===== src/rtl/core/mtc_pkg.sv =====
// ----------------------------------------------------------------------------
// mtc_pkg: shared types, constants and helpers of the tetrahedra cube block
// Payload structs, register indexes, controller states, the tetrahedron table
// and the fixed-point helpers used by the datapath.
// ----------------------------------------------------------------------------
package mtc_pkg;

	localparam int MAX_POINTS_AXIS_DEF = 256;
	localparam int CORNER_W = 128;
	localparam int CORNER_DEPTH = 8;

	typedef struct packed {
		logic [2:0]         corner;
		logic signed [31:0] density;
		logic signed [31:0] grad_x;
		logic signed [31:0] grad_y;
		logic signed [31:0] grad_z;
		logic [7:0]         cell_x;
		logic [7:0]         cell_y;
		logic [7:0]         cell_z;
	} in_t;

	typedef struct packed {
		logic signed [31:0] pos_x;
		logic signed [31:0] pos_y;
		logic signed [31:0] pos_z;
		logic signed [31:0] vgrad_x;
		logic signed [31:0] vgrad_y;
		logic signed [31:0] vgrad_z;
		logic signed [31:0] face_nx;
		logic signed [31:0] face_ny;
		logic signed [31:0] face_nz;
		logic [55:0]        edge_id;
		logic               last;
	} out_t;

	typedef enum logic [2:0] {
		REG_ISO_LEVEL,
		REG_ISO_EPSILON,
		REG_VOXEL_SIZE,
		REG_ORIGIN_X,
		REG_ORIGIN_Y,
		REG_ORIGIN_Z,
		REG_POINTS_X,
		REG_POINTS_Y
	} reg_idx_t;

	typedef enum logic [3:0] {
		ST_IDLE, ST_SCAN, ST_TET, ST_ERD, ST_EDAT, ST_DIV, ST_M1, ST_M2, ST_M3,
		ST_T1, ST_T2, ST_T3, ST_T4, ST_T5, ST_OUT
	} state_t;

	typedef struct packed {
		logic       wr;
		logic       scan;
		logic [2:0] scan_addr;
		logic       flag_en;
		logic [2:0] flag_idx;
		logic [2:0] tet;
		logic [1:0] eidx;
		logic       div_load;
		logic       div_step;
		logic       m1;
		logic       m2;
		logic       m3;
		logic       t1;
		logic       t2;
		logic       t3;
		logic       t4;
		logic       t5;
		logic       tri_sel;
		logic [1:0] vi;
		logic       last;
	} cmd_t;

	typedef struct packed {
		logic [2:0] ni;
		logic [5:0] act;
	} status_t;

	function automatic logic [2:0] tet_corner(input logic [2:0] tet, input logic [1:0] i);
		logic [11:0] row;
		case (tet)
			3'd0: row = {3'd7, 3'd3, 3'd1, 3'd0};
			3'd1: row = {3'd7, 3'd5, 3'd1, 3'd0};
			3'd2: row = {3'd7, 3'd3, 3'd2, 3'd0};
			3'd3: row = {3'd7, 3'd6, 3'd2, 3'd0};
			3'd4: row = {3'd7, 3'd5, 3'd4, 3'd0};
			3'd5: row = {3'd7, 3'd6, 3'd4, 3'd0};
			default: row = '0;
		endcase
		return row[3*i +: 3];
	endfunction

	// Returns {from, to}: the edge starts at the lone corner or at an inside corner.
	function automatic logic [5:0] edge_ends(input logic [2:0] tet, input logic [3:0] in_mask,
			input logic [1:0] e);
		logic [2:0] ins [4];
		logic [2:0] outs [4];
		logic [2:0] ni;
		logic [2:0] no;
		logic [2:0] c;
		logic [5:0] r;
		for (int i = 0; i < 4; i++) begin
			ins[i] = '0;
			outs[i] = '0;
		end
		ni = '0;
		no = '0;
		for (int i = 0; i < 4; i++) begin
			c = tet_corner(tet, 2'(i));
			if (in_mask[i]) begin
				ins[ni[1:0]] = c;
				ni = ni + 3'd1;
			end else begin
				outs[no[1:0]] = c;
				no = no + 3'd1;
			end
		end
		if (ni == 3'd2) begin
			case (e)
				2'd0: r = {ins[0], outs[0]};
				2'd1: r = {ins[0], outs[1]};
				2'd2: r = {ins[1], outs[1]};
				default: r = {ins[1], outs[0]};
			endcase
		end else if (ni == 3'd1) begin
			r = {ins[0], outs[e]};
		end else begin
			r = {outs[0], ins[e]};
		end
		return r;
	endfunction

	// (a*b)/2^16 truncated toward zero.
	function automatic logic signed [50:0] mulq16(input logic signed [33:0] a,
			input logic signed [33:0] b);
		logic [32:0] ma;
		logic [32:0] mb;
		logic [65:0] p;
		logic [50:0] m;
		ma = a[33] ? 33'(-a) : a[32:0];
		mb = b[33] ? 33'(-b) : b[32:0];
		p = 66'(ma) * 66'(mb);
		m = {1'b0, p[65:16]};
		return (a[33] ^ b[33]) ? -$signed(m) : $signed(m);
	endfunction

	function automatic logic signed [31:0] sat32(input logic signed [55:0] v);
		logic signed [31:0] r;
		if (v > 56'sd2147483647) r = 32'sh7FFFFFFF;
		else if (v < -56'sd2147483648) r = 32'sh80000000;
		else r = v[31:0];
		return r;
	endfunction

endpackage


===== src/rtl/core/mtc_ctrl.sv =====
// ----------------------------------------------------------------------------
// mtc_ctrl: sequencer of the tetrahedra cube block
// Walks corner load, inside scan, tetrahedra, edges, triangles and output.
// ----------------------------------------------------------------------------
module mtc_ctrl
	import mtc_pkg::*;
(
	input  logic       clk,
	input  logic       arst_n,
	input  logic       in_valid,
	input  logic [2:0] in_corner,
	output logic       in_ready,
	output logic       out_valid,
	input  logic       out_ready,
	input  status_t    status,
	output cmd_t       cmd
);

	state_t     state_q, state_d;
	logic [3:0] cnt_q, cnt_d;
	logic [2:0] tet_q, tet_d;
	logic [1:0] eidx_q, eidx_d;
	logic       tri_q, tri_d;
	logic [1:0] vi_q, vi_d;
	logic       two_tri;
	logic [1:0] last_edge;
	logic [5:0] later;

	always_ff @(posedge clk or negedge arst_n) begin
		if (!arst_n) begin
			state_q <= ST_IDLE;
			cnt_q <= '0;
			tet_q <= '0;
			eidx_q <= '0;
			tri_q <= 1'b0;
			vi_q <= '0;
		end else begin
			state_q <= state_d;
			cnt_q <= cnt_d;
			tet_q <= tet_d;
			eidx_q <= eidx_d;
			tri_q <= tri_d;
			vi_q <= vi_d;
		end
	end

	always_comb begin
		two_tri = (status.ni == 3'd2);
		last_edge = two_tri ? 2'd3 : 2'd2;
		later = status.act >> ({1'b0, tet_q} + 4'd1);

		state_d = state_q;
		cnt_d = cnt_q;
		tet_d = tet_q;
		eidx_d = eidx_q;
		tri_d = tri_q;
		vi_d = vi_q;
		in_ready = 1'b0;
		out_valid = 1'b0;

		cmd = '0;
		cmd.scan_addr = cnt_q[2:0];
		cmd.flag_idx = 3'(cnt_q - 4'd1);
		cmd.tet = tet_q;
		cmd.eidx = eidx_q;
		cmd.tri_sel = tri_q;
		cmd.vi = vi_q;
		cmd.last = (vi_q == 2'd2) && (tri_q == two_tri) && (later == '0);

		case (state_q)
			ST_IDLE: begin
				in_ready = 1'b1;
				if (in_valid) begin
					cmd.wr = 1'b1;
					if (in_corner == 3'd7) begin
						state_d = ST_SCAN;
						cnt_d = '0;
					end
				end
			end
			ST_SCAN: begin
				// Read data is registered, so it arrives in the cycle after its address.
				cmd.scan = 1'b1;
				cmd.flag_en = (cnt_q != 4'd0);
				cnt_d = cnt_q + 4'd1;
				if (cnt_q == 4'd8) begin
					state_d = ST_TET;
					tet_d = '0;
				end
			end
			ST_TET: begin
				if (status.ni == 3'd0 || status.ni == 3'd4) begin
					if (tet_q == 3'd5) state_d = ST_IDLE;
					else tet_d = tet_q + 3'd1;
				end else begin
					eidx_d = '0;
					state_d = ST_ERD;
				end
			end
			ST_ERD: begin
				state_d = ST_EDAT;
			end
			ST_EDAT: begin
				cmd.div_load = 1'b1;
				cnt_d = '0;
				state_d = ST_DIV;
			end
			ST_DIV: begin
				cmd.div_step = 1'b1;
				cnt_d = cnt_q + 4'd1;
				if (cnt_q == 4'd15) state_d = ST_M1;
			end
			ST_M1: begin
				cmd.m1 = 1'b1;
				state_d = ST_M2;
			end
			ST_M2: begin
				cmd.m2 = 1'b1;
				state_d = ST_M3;
			end
			ST_M3: begin
				cmd.m3 = 1'b1;
				if (eidx_q == last_edge) begin
					tri_d = 1'b0;
					state_d = ST_T1;
				end else begin
					eidx_d = eidx_q + 2'd1;
					state_d = ST_ERD;
				end
			end
			ST_T1: begin
				cmd.t1 = 1'b1;
				state_d = ST_T2;
			end
			ST_T2: begin
				cmd.t2 = 1'b1;
				state_d = ST_T3;
			end
			ST_T3: begin
				cmd.t3 = 1'b1;
				state_d = ST_T4;
			end
			ST_T4: begin
				cmd.t4 = 1'b1;
				state_d = ST_T5;
			end
			ST_T5: begin
				cmd.t5 = 1'b1;
				vi_d = '0;
				state_d = ST_OUT;
			end
			ST_OUT: begin
				out_valid = 1'b1;
				if (out_ready) begin
					if (vi_q != 2'd2) begin
						vi_d = vi_q + 2'd1;
					end else if (tri_q != two_tri) begin
						tri_d = 1'b1;
						state_d = ST_T1;
					end else if (tet_q == 3'd5) begin
						state_d = ST_IDLE;
					end else begin
						tet_d = tet_q + 3'd1;
						state_d = ST_TET;
					end
				end
			end
			default: begin
				state_d = ST_IDLE;
			end
		endcase
	end

endmodule


===== config.mk =====
export PLATFORM = sky130hd
export DESIGN_NAME = mtc_ctrl
export DESIGN_NICKNAME = d
export VERILOG_FILES = /design/src/rtl/core/mtc_pkg.sv /design/src/rtl/core/mtc_ctrl.sv
export SDC_FILE = /design/constraint.sdc
export NUM_CORES = 1
export LEC_CHECK = 0
export BUFFER_PORTS_ARGS = -buffer_cell sky130_fd_sc_hd__buf_2
export CAP_MARGIN = 20
export CORE_MARGIN = 3
export CORE_UTILIZATION = 49
export CTS_BUF_LIST = sky130_fd_sc_hd__clkbuf_16
export CTS_CLUSTER_SIZE = 12
export DETAILED_ROUTE_END_ITERATION = 10
export PLACE_DENSITY = 0.8
export SLEW_MARGIN = 25
export SYNTH_ARGS = -nofsm -noshare
export SYNTH_HDL_FRONTEND = slang
export SYNTH_SLANG_ARGS = --single-unit

===== constraint.sdc =====
create_clock -name clk -period 2.4 [get_ports clk]
set_input_delay 0.36 -clock clk [delete_from_list [all_inputs] [get_ports clk]]
set_output_delay 0.36 -clock clk [all_outputs]
set_load 0.02 [all_outputs]

==> metrics.md, run 1 <==
| Metric | Value |
|---|---|
| Status | `finished, final reports clean` |
| Max_cap viols | `0` |
| Post-DP HPWL | `2389 µm` |
| Crit path max fanout | `7` |
| Worst EP arrival | `1.72 ns` |
| Antenna violations before repair | `0` |
| RSZ-0062 raised after global routing | `no` |
| FFs w/ async S/R, synth | `1.000` |
| Die area | `3213 µm²` |
| Cts bufs inserted | `3` |
| VDD IR max | `0.7408 mV` |
| DRC violations left | `0` |
| Combinational share of power | `0.567` |
| Post-synth top flop | `dfrtp_1` |
| Cell internal pwr | `1072 µW` |
| Number of antenna diodes | `0` |
| DR vias | `1283` |
| Max Freq | `0.4811 GHz` |
| Net Sw Frac | `0.4871` |
| Startpoint Class | `flip-flop` |
| Rel. slew slack | `0.6386` |
| Rows | `17` |
| # hold bufs at CTS | `0` |
| Largest area contributor in the netlist | `dfrtp_1` |
| WP data required | `2.04 ns` |
| Final nets | `214` |
| Height of the die | `56.69 µm` |
| Chip width | `56.69 µm` |
| Final setup fails | `0` |
| Setup TNS | `0 ns` |
| Synth cell types | `47` |
| Reg power frac | `0.275` |
| Final WL | `3070 µm` |
| Ranking of synthesized cells by area | `dfrtp_1 (32%), nand2_1 (5.1%), nor2_1 (5.1%)` |
| Avg WL per Cell | `13.95 µm` |
| Initial core utilization | `0.5429` |
| Iter 0 DRT Violations | `38` |
| CP Capture Type | `output port` |
| Met3 Use GR | `0.03908` |
| Avg Cell Area, Syn | `8.336 µm²` |
| Cells after synthesis | `151` |
| Critical path class | `flip-flop to output port` |
| Hold Vio Cnt, Final | `0` |
| Post-synth EDFFs | `0` |
| Root Driver | `clkbuf_16` |
| CTS clock-pin slew for the worst setup and hold paths | `0.05 ns` |
| Switch Pwr | `1018 µW` |
| Placed cells | `216` |
| Share of post-route cells with drive strength above 1 | `0.3125` |
| Synthesis Warnings | `0` |
| Flop2flop setup slack | `0.38 ns` |
| Share of total power in the clock network | `0.157` |
| Total Routing Usage GR | `0.2062` |
| CTS tree | `done` |
| Clk_lat worst skew | `0.25 ns` |
| GR Util met1 | `0.2665` |
| Core area | `2318 µm²` |
| Longest Clk Path Bufs | `2` |
| Tcrit/Tclk final | `0.8662` |
| Routability cong. | `0.8353` |
| CTS H-tree lvls | `1` |
| Yosys reg bits | `16` |
| Tmin final | `2.079 ns` |
| Mapped cell area | `1259 µm²` |
| Post-CTS Setup Bufs | `0` |
| Commonest non-fill, non-tap cells in the layout | `buf_2 (44), nand2_1 (17), nor2_1 (17)` |
| M2 GR Usage | `0.3498` |
| Routed Antenna Nets | `0` |
| IO Pins | `46` |
| Pre-Repair DR Iteration Count | `4` |
| DR vias/cell | `5.832` |
| Number of port buffers | `44` |
| Leakage | `0.0007791 µW` |
| GR Overflow Total | `0` |
| Area grow syn2layout | `23.46%` |
| Leading cell type in the layout, fill and taps excluded | `buf_2` |
| Final std cells w/o fill | `220` |
| Worst-case clock skew | `0.002743 ns` |
| Post-synth top area share | `0.3181` |
| Slew Limit Fails | `0` |
| Pwr/cell area | `1345 nW/µm²` |
| Worst Tran Pin Value | `0.5422 ns` |
| Post-cts resize count | `0` |
| Post-Syn Nets | `172` |
| Busiest grt layer | `met2` |
| Vias in the first global route | `1225` |
| Largest net degree at the start of global routing | `18` |
| Sequential share of the synthesized area | `0.3181` |
| Clk sinks | `16` |
| First-pass GRT wire length | `5354 µm` |
| Hold Path Class | `primary input to asynchronous set/reset pin` |
-- area by class of cell --
type,count,area (µm²)
clock buffers,3,75.07
multi-input cells,116,763.2
inverters,9,33.78
flip-flops and latches,16,400.4
clock inverters,1,3.754
well taps,28,35.03
repair buffers,47,242.7
fillers,195,764.5
-- power groups by stage --
stage	logic, µW	registers, µW	clock network, µW
6_report	1190	575	329
5_1_grt	1320	601	351
4_1_cts	1190	572	337
3_5_place_dp	1180	575	0
3_3_place_gp	1150	565	0
2_1_floorplan	925	533	0
-- kinds of logic after synthesis --
| group | Yosys count | share of synthesized area |
|---|---|---|
| AOI/OAI and AO/OA | 34 | 0.1948 |
| DFF | 16 | 0.3181 |
| buffers and inverters | 19 | 0.07554 |
| xor gates and xnor gates | 3 | 0.02088 |
| adders and majority gates | 5 | 0.04970 |
| and+or+nand+nor | 69 | 0.2962 |
| muxes | 5 | 0.04473 |
-- worst max-delay path, stage by stage (launching register included) --
cell       delay [ns]
dfrtp_1          0.44
inv_1            0.09
a21oi_1          0.12
nor2_1           0.04
a2111oi_0        0.40
o2111a_1         0.22
buf_2            0.16
-- Yosys cell counts (all sizes together), types with 2 or more instances --
| library cell | n |
|---|---|
| nor3 | 3 |
| buf | 9 |
| o21ai | 9 |
| mux2 | 5 |
| nor2 | 17 |
| nand2 | 17 |
| xor2 | 2 |
| o22a | 2 |
| nor4 | 5 |
| or3b | 2 |
| a31oi | 2 |
| ha | 5 |
| and2 | 3 |
| a21oi | 4 |
| inv | 9 |
| nand2b | 3 |
| nand3 | 8 |
| dfrtp | 16 |
| o22ai | 2 |
| o211ai | 2 |
| nand4 | 5 |
| a22o | 2 |
-- metrics by stage --
stage          setup slack (ns)  area, µm²  power, µW  hold slack, ns  utilization
2_1_floorplan            0.2191       1259       1458         0.06441            -
3_3_place_gp             0.4412       1475       1719          0.2978       0.6363
3_5_place_dp             0.4229       1475       1758          0.3027       0.6363
4_1_cts                  0.2970       1554       2100         0.03925       0.6703
5_1_grt                 0.03924       1554       2268         0.05745       0.6703
6_report                 0.3212       1554       2090         0.02787       0.6703
-- sequential cells by signal, indices dropped and copies added, names as in the netlist --
name,flops
tri_q,1
eidx_q,2
tet_q,3
vi_q,2
state_q,4
cnt_q,4
-- final timing paths --
| kind | end | startpoint | depth (start not counted) |
|---|---|---|---|
| hold reg to reg | eidx_q[1] | eidx_q[1] | 1 |
| setup / recovery | cmd[0] | tet_q[0] | 6 |
| setup reg to reg | tet_q[1] | state_q[1] | 5 |
| hold / removal | cnt_q[2] | arst_n | 1 |
| min in group clk | eidx_q[1] | eidx_q[1] | 1 |
| max in group asynchronous | state_q[3] | arst_n | 1 |
-- routing by layer --
layer / share of wire / up-vias
li1: - / 629
met5: 0 / -
met4: 0.0081 / 0
met2: 0.47 / 58
met1: 0.43 / 593
met3: 0.087 / 3
No activity file was read; power rests on OpenSTA's default activity.
==> run 2, diff against run 1 <==
--- a/config.mk
+++ b/config.mk
@@ -7,6 +7,7 @@
 export LEC_CHECK = 0
 export BUFFER_PORTS_ARGS = -buffer_cell sky130_fd_sc_hd__buf_2
 export CAP_MARGIN = 20
+export CORE_ASPECT_RATIO = 0.9
 export CORE_MARGIN = 3
 export CORE_UTILIZATION = 49
 export CTS_BUF_LIST = sky130_fd_sc_hd__clkbuf_16
==> run 2 against run 1 <==
Die area is essentially flat. Sequential share of layout area down 0.10 points. Critical path type unchanged. Critical path depth shrank 2. Maximum frequency decreased by 6.4%. Final cell count is the same. Via count up 2.6%.
==> metrics.md, run 2 (synthesized netlist as in run 1, its figures left out) <==
| Metric | Value |
|---|---|
| GR Overflow Total | `0 (unchanged)` |
| Area grow syn2layout | `23.96% (was 23.46%)` |
| # hold bufs at CTS | `0 (unchanged)` |
| Worst EP arrival | `1.86 ns (was 1.72 ns)` |
| Pwr/cell area | `1367 nW/µm² (was 1345 nW/µm²)` |
| Clk sinks | `16 (unchanged)` |
| Largest registers | `cnt_q: 4 flops, state_q: 4 flops, tet_q: 3 flops (unchanged)` |
| Chip width | `59.43 µm (was 56.69 µm)` |
| Antenna violations before repair | `0 (unchanged)` |
| DRC violations left | `0 (unchanged)` |
| Final WL | `3384 µm (was 3070 µm)` |
| Core area | `2302 µm² (was 2318 µm²)` |
| Worst-case clock skew | `0.003948 ns (was 0.002743 ns)` |
| Setup TNS | `0 ns (unchanged)` |
| Pre-Repair DR Iteration Count | `4 (unchanged)` |
| DR vias/cell | `5.982 (was 5.832)` |
| Post-DP HPWL | `2569 µm (was 2389 µm)` |
| Largest net degree at the start of global routing | `17 (was 18)` |
| Tmin final | `2.221 ns (was 2.079 ns)` |
| Routed Antenna Nets | `0 (unchanged)` |
| Commonest non-fill, non-tap cells in the layout | `buf_2 (44), nand2_1 (17), nor2_1 (17) (unchanged)` |
| RSZ-0062 raised after global routing | `no (unchanged)` |
| Filler cell count | `177 (was 195)` |
| Number of port buffers | `44 (unchanged)` |
| Status | `finished, final reports clean (unchanged)` |
| VDD IR max | `1.053 mV (was 0.7408 mV)` |
| Share of post-route cells with drive strength above 1 | `0.3161 (was 0.3125)` |
| Number of antenna diodes | `0 (unchanged)` |
| Avg WL per Cell | `15.38 µm (was 13.95 µm)` |
| Vias in the first global route | `1176 (was 1225)` |
| CTS H-tree lvls | `1 (unchanged)` |
| Height of the die | `54.08 µm (was 56.69 µm)` |
| Dpl ws | `0.3444 ns (was 0.4229 ns)` |
| CTS clock-pin slew for the worst setup and hold paths | `0.05 ns (about the same)` |
| Total Routing Usage GR | `0.2229 (was 0.2062)` |
| Rel. slew slack | `0.6174 (was 0.6386)` |
| CTS tree | `done (unchanged)` |
| Longest Clk Path Bufs | `2 (unchanged)` |
| Iter 0 DRT Violations | `53 (was 38)` |
| Critical path class | `flip-flop to output port (unchanged)` |
| Max Freq | `0.4502 GHz (was 0.4811 GHz)` |
| Rows | `16 (was 17)` |
| Leakage | `0.0007839 µW (was 0.0007791 µW)` |
| Hold Vio Cnt, Final | `0 (unchanged)` |
| Die area | `3214 µm² (was 3213 µm²)` |
| Root Driver | `clkbuf_16 (unchanged)` |
| Slew Limit Fails | `0 (unchanged)` |
| Worst Setup SP | `state_q[1] (was tet_q[0])` |
| Leading cell type in the layout, fill and taps excluded | `buf_2 (unchanged)` |
| First-pass GRT wire length | `5402 µm (was 5354 µm)` |
| Worst Tran Pin Value | `0.5687 ns (was 0.5422 ns)` |
| Routability cong. | `0.8528 (was 0.8353)` |
| Crit path max fanout | `16 (was 7)` |
| Hold Path Class | `primary input to asynchronous set/reset pin (unchanged)` |
| Cts bufs inserted | `3 (unchanged)` |
| Final setup fails | `0 (unchanged)` |
| WP data required | `2.04 ns (about the same)` |
| Reg2Reg Launch Point | `state_q[1] (unchanged)` |
| Post-CTS Setup Bufs | `0 (unchanged)` |
| DR vias | `1316 (was 1283)` |
| Clk_lat worst skew | `0.25 ns (about the same)` |
| Setup ws final | `0.1788 ns (was 0.3212 ns)` |
| Startpoint Class | `flip-flop (unchanged)` |
| Final nets | `215 (was 214)` |
| Initial core utilization | `0.5467 (was 0.5429)` |
| Tcrit/Tclk final | `0.9255 (was 0.8662)` |
| Post-cts resize count | `0 (unchanged)` |
| IO Pins | `46 (unchanged)` |
| Max_cap viols | `0 (unchanged)` |
| CP Capture Type | `output port (unchanged)` |
## run 2: cell types whose count changed in the layout (fill, tap and decap cells not counted), sizes merged
cell / before / now
buf: 47 / 48
## run 2: layout make-up
cell class	count	area [µm²]	area share
multi-input combinational	116	763.2	0.4892
clock buffer	3	75.07	0.04812
clock inverter	1	3.754	0.002406
inverter	9	33.78	0.02165
tap	27	33.78	0.02165
timing repair buffer	48	250.2	0.1604
sequential	16	400.4	0.2566
## run 2: stage by stage
step	cells	utilization	power (µW)	cell area, µm²	hold WS (ns)
after CTS	220	0.6777	2127	1560	0.03702
after global routing	220	0.6777	2280	1560	0.04797
after global placement	216	0.6435	1741	1481	0.2955
after floorplan	151	-	1458	1259	0.06441
after detailed placement	216	0.6435	1790	1481	0.2989
final	220	0.6777	2133	1560	0.02606
## run 2: final timing paths
| path | cells past startpoint | slack (ns) | endpoint |
|---|---|---|---|
| min in group clk | 4 | 0.54 | state_q[3] |
| max in group asynchronous | 1 | 2.09 | eidx_q[1] |
| setup / recovery | 4 | 0.18 | cmd[27] |
| hold reg to reg | 1 | 0.54 | eidx_q[1] |
| hold / removal | 1 | 0.03 | cnt_q[2] |
| setup reg to reg | 5 | 0.31 | state_q[1] |
## run 2: routing by layer
metal / track usage / routed length (µm) / vias to the layer above
met2: 0.3982 / 1748 / 54
met5: 0 / 0 / -
met4: 0.04906 / 13 / 0
met3: 0.05995 / 260 / 4
met1: 0.2668 / 1362 / 630
li1: - / - / 628
## run 2: power breakdown
part	switching, µW	internal (µW)	total [µW]
registers	208	377	585
logic	734	486	1220
clock network	107	221	328
total	1050	1080	2130
## run 2: critical path, stage by stage (launching register included)
cell	delay (ns)
dfrtp_1	0.57
buf_4	0.26
nor4_1	0.43
and2_1	0.19
buf_2	0.16
